`config.mk`:
```
export PLATFORM = sky130hd
export DESIGN_NAME = pba_word_unit
export DESIGN_NICKNAME = d
export VERILOG_FILES = /design/src/design/pba_pkg.sv /design/src/design/pba_word_unit.sv
export SDC_FILE = /design/constraint.sdc
export NUM_CORES = 1
export LEC_CHECK = 0
export BUFFER_PORTS_ARGS = -buffer_cell sky130_fd_sc_hd__buf_2
export CORE_AREA = 2 2 51 89
export DETAILED_ROUTE_END_ITERATION = 8
export DIE_AREA = 0 0 53 91
export PLACE_DENSITY = 0.75
export SKIP_LAST_GASP = 1
export SLEW_MARGIN = 10
export SYNTH_ARGS = -nofsm -noshare
export SYNTH_HDL_FRONTEND = slang
export SYNTH_SLANG_ARGS = --single-unit
```
`constraint.sdc`:
```
create_clock -name vclk -period 8.5
set_input_delay 0.425 -clock vclk [all_inputs]
set_output_delay 0.425 -clock vclk [all_outputs]
set_load 0.02 [all_outputs]
```
`src/design/pba_pkg.sv`:
```
// Shared types and constants for the page bitmap allocator.
package pba_pkg;

    localparam int unsigned CFG_W  = 11;
    localparam int unsigned WORD_W = 32;

    localparam logic [WORD_W-1:0] WORD_ONES = 32'hFFFF_FFFF;
    localparam logic [WORD_W-1:0] TOP_BIT   = 32'h8000_0000;

    // Command codes
    localparam logic [2:0] CMD_INIT    = 3'd0;
    localparam logic [2:0] CMD_ALLOC   = 3'd1;
    localparam logic [2:0] CMD_RESERVE = 3'd2;
    localparam logic [2:0] CMD_RELEASE = 3'd3;
    localparam logic [2:0] CMD_TEST    = 3'd4;

    // Status codes
    localparam logic [1:0] STAT_OK    = 2'd0;
    localparam logic [1:0] STAT_FULL  = 2'd1;
    localparam logic [1:0] STAT_RANGE = 2'd2;

    // Configuration register indexes
    localparam logic CFG_TOTAL_WORDS = 1'b0;
    localparam logic CFG_FIRST_FREE  = 1'b1;

    typedef struct packed {
        logic [2:0]  cmd;
        logic [31:0] address;
    } pba_in_t;

    typedef struct packed {
        logic [31:0] page_address;
        logic        page_used;
        logic [1:0]  status;
    } pba_out_t;

    typedef enum logic [2:0] {
        SQ_CLEAR,
        SQ_IDLE,
        SQ_INIT,
        SQ_SCAN,
        SQ_ALLOC,
        SQ_PG_RD,
        SQ_PG_OP,
        SQ_RESULT
    } seq_state_t;

    typedef enum logic [1:0] {
        WOP_SET,
        WOP_CLR,
        WOP_ALLOC
    } word_op_t;

    typedef struct packed {
        logic [WORD_W-1:0] word;
        logic              bit_val;
        logic [4:0]        offset;
    } word_res_t;

endpackage

```
`src/design/pba_word_unit.sv`:
```
// Single-word bit unit: set, clear, or set first clear bit from the top.
module pba_word_unit (
    input  pba_pkg::word_op_t          op,
    input  logic [pba_pkg::WORD_W-1:0] word,
    input  logic [4:0]                 bit_pos,
    output pba_pkg::word_res_t         res
);

    always_comb begin
        logic [pba_pkg::WORD_W-1:0] v;
        logic [4:0]                 off;
        logic [4:0]                 pos;
        logic [pba_pkg::WORD_W-1:0] m;

        // leading-ones count, five halving steps
        v   = word;
        off = '0;
        if (v[31:16] == 16'hFFFF) begin
            off[4] = 1'b1;
            v      = {v[15:0], 16'h0000};
        end
        if (v[31:24] == 8'hFF) begin
            off[3] = 1'b1;
            v      = {v[23:0], 8'h00};
        end
        if (v[31:28] == 4'hF) begin
            off[2] = 1'b1;
            v      = {v[27:0], 4'h0};
        end
        if (v[31:30] == 2'b11) begin
            off[1] = 1'b1;
            v      = {v[29:0], 2'b00};
        end
        if (v[31]) begin
            off[0] = 1'b1;
        end

        pos = (op == pba_pkg::WOP_ALLOC) ? off : bit_pos;
        m   = pba_pkg::TOP_BIT >> pos;

        res.offset  = off;
        res.bit_val = |(word & m);
        res.word    = (op == pba_pkg::WOP_CLR) ? (word & ~m) : (word | m);
    end

endmodule

```
==> results.md, run 1 <==
| Parameter | This run | Unit |
| --- | --- | --- |
| Outcome | finished clean | - |
| Final routed wire length divided by cell count | 19.0 | um |
| Max cap viols | 0 | - |
| Count of TritonRoute iterations in the first routing pass | 4 | - |
| Final design instance area without fill | 0.00192 | mm^2 |
| DRC viols | 0 | - |
| I/O pins | 77 | - |
| Number of placed instances with taps included | 336 | - |
| Vias in the first global route | 2009 | - |
| Detailed-route wire length | 6400 | um |
| Setup repair after global routing missed its margin | false | - |
| Distinct cell type count of the synthesized netlist | 54 | - |
| Total design power | 0.104 | mW |
| Required time worst endpoint | 8.08 | ns |
| Number of placement rows | 31 | - |
| Post-placement setup slack | 4.04 | ns |
| First-pass GRT wire length | 9630 | um |
| Antenna viol nets, final | 0 | - |
| Number of buffers added on ports | 77 | - |
| Number of instances in the synthesized netlist | 221 | - |
| Tightest Pin Transition | 0.990 | ns |
| Peak clock frequency supported by timing | 0.221 | GHz |
| Summed negative setup slack over all endpoints | 0 | ns |
| Buffers inserted by post-CTS timing repair | 0 | - |
| Total count of max-transition violations in the final report | 0 | - |
| Worst-path fanout max | 13 | - |
| Floorplan die width | 53 | um |
| Setup crit end kind | output pin | - |
| Aggregate global routing overflow | 0 | - |
| Largest net degree at the start of global routing | 33 | - |
| Post-CTS resize count | 0 | - |
| Warning count from the yosys run | 0 | - |
| Filler-free cell count of the finished design | 336 | - |
| Chip Height | 91 | um |
| Signed area change from the synthesized netlist to the final layout | 25.2 | % |
| Post-route clock period utilization | 0.531 | - |
| Most common library cell in the layout ignoring fill and taps | buf_2 | - |
| DP HPWL | 5090 | um |
| Average size of a mapped cell | 6.93 | um^2 |
| Die area | 0.00482 | mm^2 |
| Critical-path cell with the highest stage delay | mux2i_1 | - |
| Detail-routed via count per cell | 6.35 | - |
| Share of final-layout standard cells stronger than drive strength 1 | 0.422 | - |
| Antenna violations before repair | 0 | - |
| Kind of start point of the critical path | input port | - |
| Total number of sequential cells | 0 | - |
| Clock buffer instance count of the final layout | 0 | - |
| Top post-synthesis cells by area | mux2_2, nor2_1, mux2_1 | - |
| Overall track demand over capacity in global routing | 0.251 | - |
| Min-delay worst type | in -> out | - |
| Area of all sequential standard cells | 0 | um^2 |
| Least setup slack across all paths after layout | 3.98 | ns |
| Floorplan core area | 0.00407 | mm^2 |
| Worst rel slew slack | 0.335 | - |
| Final estimated routing congestion in global placement | 0.936 | - |
| Diode count | 0 | - |
| Total power per unit cell area | 54.3 | mW/mm^2 |
| Area of the mapped netlist | 0.00153 | mm^2 |
| Type of the worst setup path | in -> out | - |
| Number of hold buffers added after cts | 0 | - |
| Final setup fails | 0 | - |
| Library cell with the largest summed area after synthesis | mux2_2 | - |
| Ordered cell list for the critical path | buf_2 > nand4_2 > nor4_2 > mux2i_1 > o21ai_2 > or2_2 > a41oi_2 > mux2_2 > a221o_1 > a211oi_2 > o211ai_1 > buf_2 | - |
| Portion of the post-synthesis area used by sequential elements | 0 | - |
| Cell type with the highest occurrence count on the critical path | buf_2 | - |
| Slowest stage delay, CP | 0.64 | ns |
| Hold Vio Cnt, Final | 0 | - |
| DR iter-0 viols | 79 | - |
| Time the worst path needs with I/O delays and setup | 4.52 | ns |
| Lkg Pwr | 0.787 | nW |
| Final Net Count | 328 | - |
| Commonest cells after routing, fill and taps aside | buf_2, nor2_1, mux2_2 | - |
| Post-DP Area | 0.00192 | mm^2 |
| Maximum VDD drop | 0.0000373 | V |
| Arrival time reported for the critical path endpoint | 4.09 | ns |
| Initial standard-cell utilization of the core | 0.376 | - |
| Share of Yosys cell area claimed by the top area cell type | 0.213 | - |
| Via count | 2133 | - |
| Total nets after synthesis | 260 | - |
==> routing by layer <==
| layer | vias up | track usage | wire (um) |
|---|---|---|---|
| met5 | - | 0 | 0 |
| met4 | 0 | 0.0791 | 176 |
| met3 | 16 | 0.00987 | 369 |
| met2 | 122 | 0.453 | 3430 |
| met1 | 997 | 0.304 | 2420 |
| li1 | 998 | - | - |
==> kinds of logic (layout without fill, tap and decap cells) <==
group	count (synthesis)	in the layout	synth area share
buf+inv	15	81	0.0490
mux	43	43	0.310
simple gates	100	100	0.333
compound gates	63	63	0.308
==> per-stage QoR <==
stage / hold slack (ns) / utilization
after global routing: 1.25 / 0.471
after detailed placement: 1.23 / 0.471
after CTS: 1.23 / 0.471
after floorplan: 1.04 / -
after global placement: 1.23 / 0.471
final: 1.23 / 0.471
==> where the power goes <==
group	total (mW)	switching (mW)	internal, mW	leakage (nW)
Combinational	0.104	0.0662	0.0380	0.787
Sequential	0	0	0	0
Clock	0	0	0	0
==> Yosys cell counts, types with 2 or more instances <==
master,instances
or2_2,2
buf_1,2
nand2_2,3
nor3_1,10
a21o_1,2
a41oi_1,2
o21ai_0,12
nor4b_1,4
nand2b_1,2
o31a_1,3
nand4_1,4
o2111ai_1,2
nand3_1,8
a22oi_1,3
buf_6,2
o31ai_1,8
and3_1,5
clkbuf_1,6
o21ai_1,2
inv_1,4
nand2_1,16
and2_1,3
a31oi_1,7
a21oi_1,6
mux2_2,29
mux2_1,7
mux2i_1,7
nor2_1,34
==> cell type report <==
type                       count  area, um^2
inverter                       4        15.0
fill                         443        2150
tap                           49        61.3
multi-input combinational    206        1460
timing repair buffer          77         385
==> critical path, delay by kind of cell <==
kind / cells / cell delay [ns]
and+or+nand+nor: 3 / 0.97
buffers and inverters: 2 / 0.33
AOI/OAI and AO/OA: 5 / 1.32
muxes: 2 / 1.04
==> path summary, 6_finish.rpt <==
kind                  from      to  depth (start not counted)
setup / recovery  word[31]  res[5]                         12
hold / removal     word[1]  res[7]                          3
Note: power is estimated with default switching activity, not from simulation.
==> run 2, diff against run 1 <==
ABC_AREA = 1   (was unset)
CORE_AREA = 2 2 53 93   (was 2 2 51 89)
DIE_AREA = 0 0 55 95   (was 0 0 53 91)
PLACE_DENSITY = 0.76   (was 0.75)
clock period = 4.1 ns   (was 8.5 ns; I/O delays follow)
==> results.md, run 2 <==
| Parameter | This run | Unit | Change |
| --- | --- | --- | --- |
| Die area | 0.00523 | mm^2 | was 0.00482 mm^2 |
| Final routed wire length divided by cell count | 13.8 | um | was 19.0 um |
| Top post-synthesis cells by area | nand2_1, a21oi_1, nor2_1 | - | was mux2_2, nor2_1, mux2_1 |
| Setup crit end kind | output pin | - | unchanged |
| Kind of start point of the critical path | input port | - | unchanged |
| Aggregate global routing overflow | 0 | - | unchanged |
| Number of hold buffers added after cts | 0 | - | unchanged |
| I/O pins | 77 | - | unchanged |
| Portion of the post-synthesis area used by sequential elements | 0 | - | unchanged |
| Maximum VDD drop | 0.0000738 | V | was 0.0000373 V |
| Antenna viol nets, final | 0 | - | unchanged |
| Overall track demand over capacity in global routing | 0.227 | - | was 0.251 |
| Total number of sequential cells | 0 | - | unchanged |
| Worst-path fanout max | 8 | - | was 13 |
| Most common cell in the netlist | nand2_1 | - | was nor2_1 |
| Summed negative setup slack over all endpoints | 0 | ns | unchanged |
| Final design instance area without fill | 0.00208 | mm^2 | was 0.00192 mm^2 |
| Area of all sequential standard cells | 0 | um^2 | unchanged |
| Buffers inserted by post-CTS timing repair | 0 | - | unchanged |
| Detailed-route wire length | 5790 | um | was 6400 um |
| Warning count from the yosys run | 0 | - | unchanged |
| Signed area change from the synthesized netlist to the final layout | 26.0 | % | was 25.2% |
| Hold Vio Cnt, Final | 0 | - | unchanged |
| Floorplan die width | 55 | um | was 53 um |
| Number of instances in the synthesized netlist | 300 | - | was 221 |
| Most common library cells after synthesis | nand2_1, nor2_1, a21oi_1, nand3_1, nand4_1 | - | was nor2_1, mux2_2, nand2_1, o21ai_0, nor3_1 |
| Arrival time reported for the critical path endpoint | 3.04 | ns | was 4.09 ns |
| Detail-routed via count per cell | 5.48 | - | was 6.35 |
| Floorplan core area | 0.00454 | mm^2 | was 0.00407 mm^2 |
| DR iter-0 viols | 62 | - | was 79 |
| Max cap viols | 0 | - | unchanged |
| Min-delay worst type | in -> out | - | unchanged |
| Library cell with the largest summed area after synthesis | nand2_1 | - | was mux2_2 |
| Lkg Pwr | 1.05 | nW | was 0.787 nW |
| Post-DP Area | 0.00207 | mm^2 | was 0.00192 mm^2 |
| Average size of a mapped cell | 5.50 | um^2 | was 6.93 um^2 |
| Area occupied by multi-input gates | 0.00154 | mm^2 | was 0.00146 mm^2 |
| DRC viols | 0 | - | unchanged |
| Total nets after synthesis | 339 | - | was 260 |
| Area of the mapped netlist | 0.00165 | mm^2 | was 0.00153 mm^2 |
| Antenna violations before repair | 0 | - | unchanged |
| First-pass GRT wire length | 9230 | um | was 9630 um |
| Required time worst endpoint | 3.89 | ns | was 8.08 ns |
| Total power per unit cell area | 112 | mW/mm^2 | was 54.3 mW/mm^2 |
| Commonest cells after routing, fill and taps aside | buf_2, nand2_1, nor2_1 | - | was buf_2, nor2_1, mux2_2 |
| Setup repair after global routing missed its margin | false | - | unchanged |
| Type of the worst setup path | in -> out | - | unchanged |
| Peak clock frequency supported by timing | 0.308 | GHz |  |
| DP HPWL | 4710 | um | was 5090 um |
| Share of Yosys cell area claimed by the top area cell type | 0.159 | - | was 0.213 |
| Share of final-layout standard cells stronger than drive strength 1 | 0.395 | - | was 0.422 |
| Vias in the first global route | 2049 | - | was 2009 |
| Total count of max-transition violations in the final report | 0 | - | unchanged |
| Via count | 2295 | - | was 2133 |
| Most common library cell in the layout ignoring fill and taps | buf_2 | - | unchanged |
| Final setup fails | 0 | - | unchanged |
| Diode count | 0 | - | unchanged |
| Count of TritonRoute iterations in the first routing pass | 4 | - | unchanged |
| Initial standard-cell utilization of the core | 0.363 | - | was 0.376 |
| Tightest Pin Transition | 0.861 | ns | was 0.990 ns |
| Layout filler cell count | 514 | - | was 443 |
| Post-route clock period utilization | 0.792 | - |  |
| Largest net degree at the start of global routing | 39 | - | was 33 |
| Chip Height | 95 | um | was 91 um |
| Number of buffers added on ports | 77 | - | unchanged |
| Time the worst path needs with I/O delays and setup | 3.25 | ns |  |
| Final estimated routing congestion in global placement | 0.951 | - | was 0.936 |
| Distinct cell type count of the synthesized netlist | 30 | - | was 54 |
| Clock buffer instance count of the final layout | 0 | - | unchanged |
| Post-CTS resize count | 0 | - | unchanged |
| Number of placement rows | 33 | - | was 31 |
| Final Net Count | 408 | - | was 328 |
| Worst rel slew slack | 0.426 | - | was 0.335 |
| Outcome | finished clean | - | unchanged |
run 2: cell types whose count changed after synthesis, sizes merged, moves of 5 or more:
cell / delta
o31ai: -8
a31oi: +7
nand2: +69
o21ai: -5
a21oi: +27
mux2: -36
and3: -5
nor3: -11
nor2: +31
nand3: +18
nand4: +15
mux2i: -6
inv: +14
run 2: logic make-up (layout without fill, tap and decap cells):
kind of cell | after synthesis | count (layout) | share of synthesized area
muxes | 1 | 1 | 0.00607
and+or+nand+nor | 201 | 201 | 0.672
buffers and inverters | 31 | 98 | 0.0720
AOI/OAI and AO/OA | 67 | 67 | 0.249
run 2: power breakdown:
group | switching, mW | total (mW) | internal [mW]
registers | 0 | 0 | 0
clock network | 0 | 0 | 0
logic | 0.161 | 0.233 | 0.0726
run 2: per-stage QoR:
step           worst slack (ns)  power [mW]   util  cells  hold slack, ns
6_report                  0.854       0.233  0.458    419           0.748
2_1_floorplan              1.21       0.154      -    300           0.590
4_1_cts                   0.872       0.231  0.457    419           0.752
3_5_place_dp              0.884       0.230  0.457    419           0.751
5_1_grt                   0.559       0.255  0.458    419           0.821
3_3_place_gp              0.901       0.230  0.457    419           0.752
run 2: cell type report:
| class | count | share of cell area |
|---|---|---|
| repair buffers | 80 | 0.196 |
| inverters | 18 | 0.0325 |
| multi-input cells | 269 | 0.740 |
| well taps | 52 | 0.0313 |
run 2: per-layer routing:
metal  track usage  share of wire  vias to the layer above
met5             0              0                        -
met3       0.00158          0.042                       15
li1              -              -                     1159
met4        0.0752          0.036                        0
met2         0.428           0.55                       82
met1         0.261           0.37                     1039
run 2: critical path: stages:
cell     delay (ns)
buf_2          0.13
nand2_1        0.06
nor2_1         0.19
nand2_1        0.14
nor2_4         0.15
inv_2          0.10
o21a_1         0.22
nand2_1        0.13
nand3_2        0.11
nand2_4        0.10
inv_2          0.05
a21oi_4        0.15
nand2_2        0.09
o21ai_4        0.27
nand3_2        0.16
nor2_4         0.19
nand4_1        0.10
nand2_1        0.11
nor2_1         0.05
nand2_1        0.05
nor2_1         0.04
nand2_1        0.06
buf_2          0.16
run 2: final timing paths:
kind	start	to	slack, ns	cells after the start
max	word[19]	res[5]	0.85	23
min	word[11]	res[17]	0.75	4
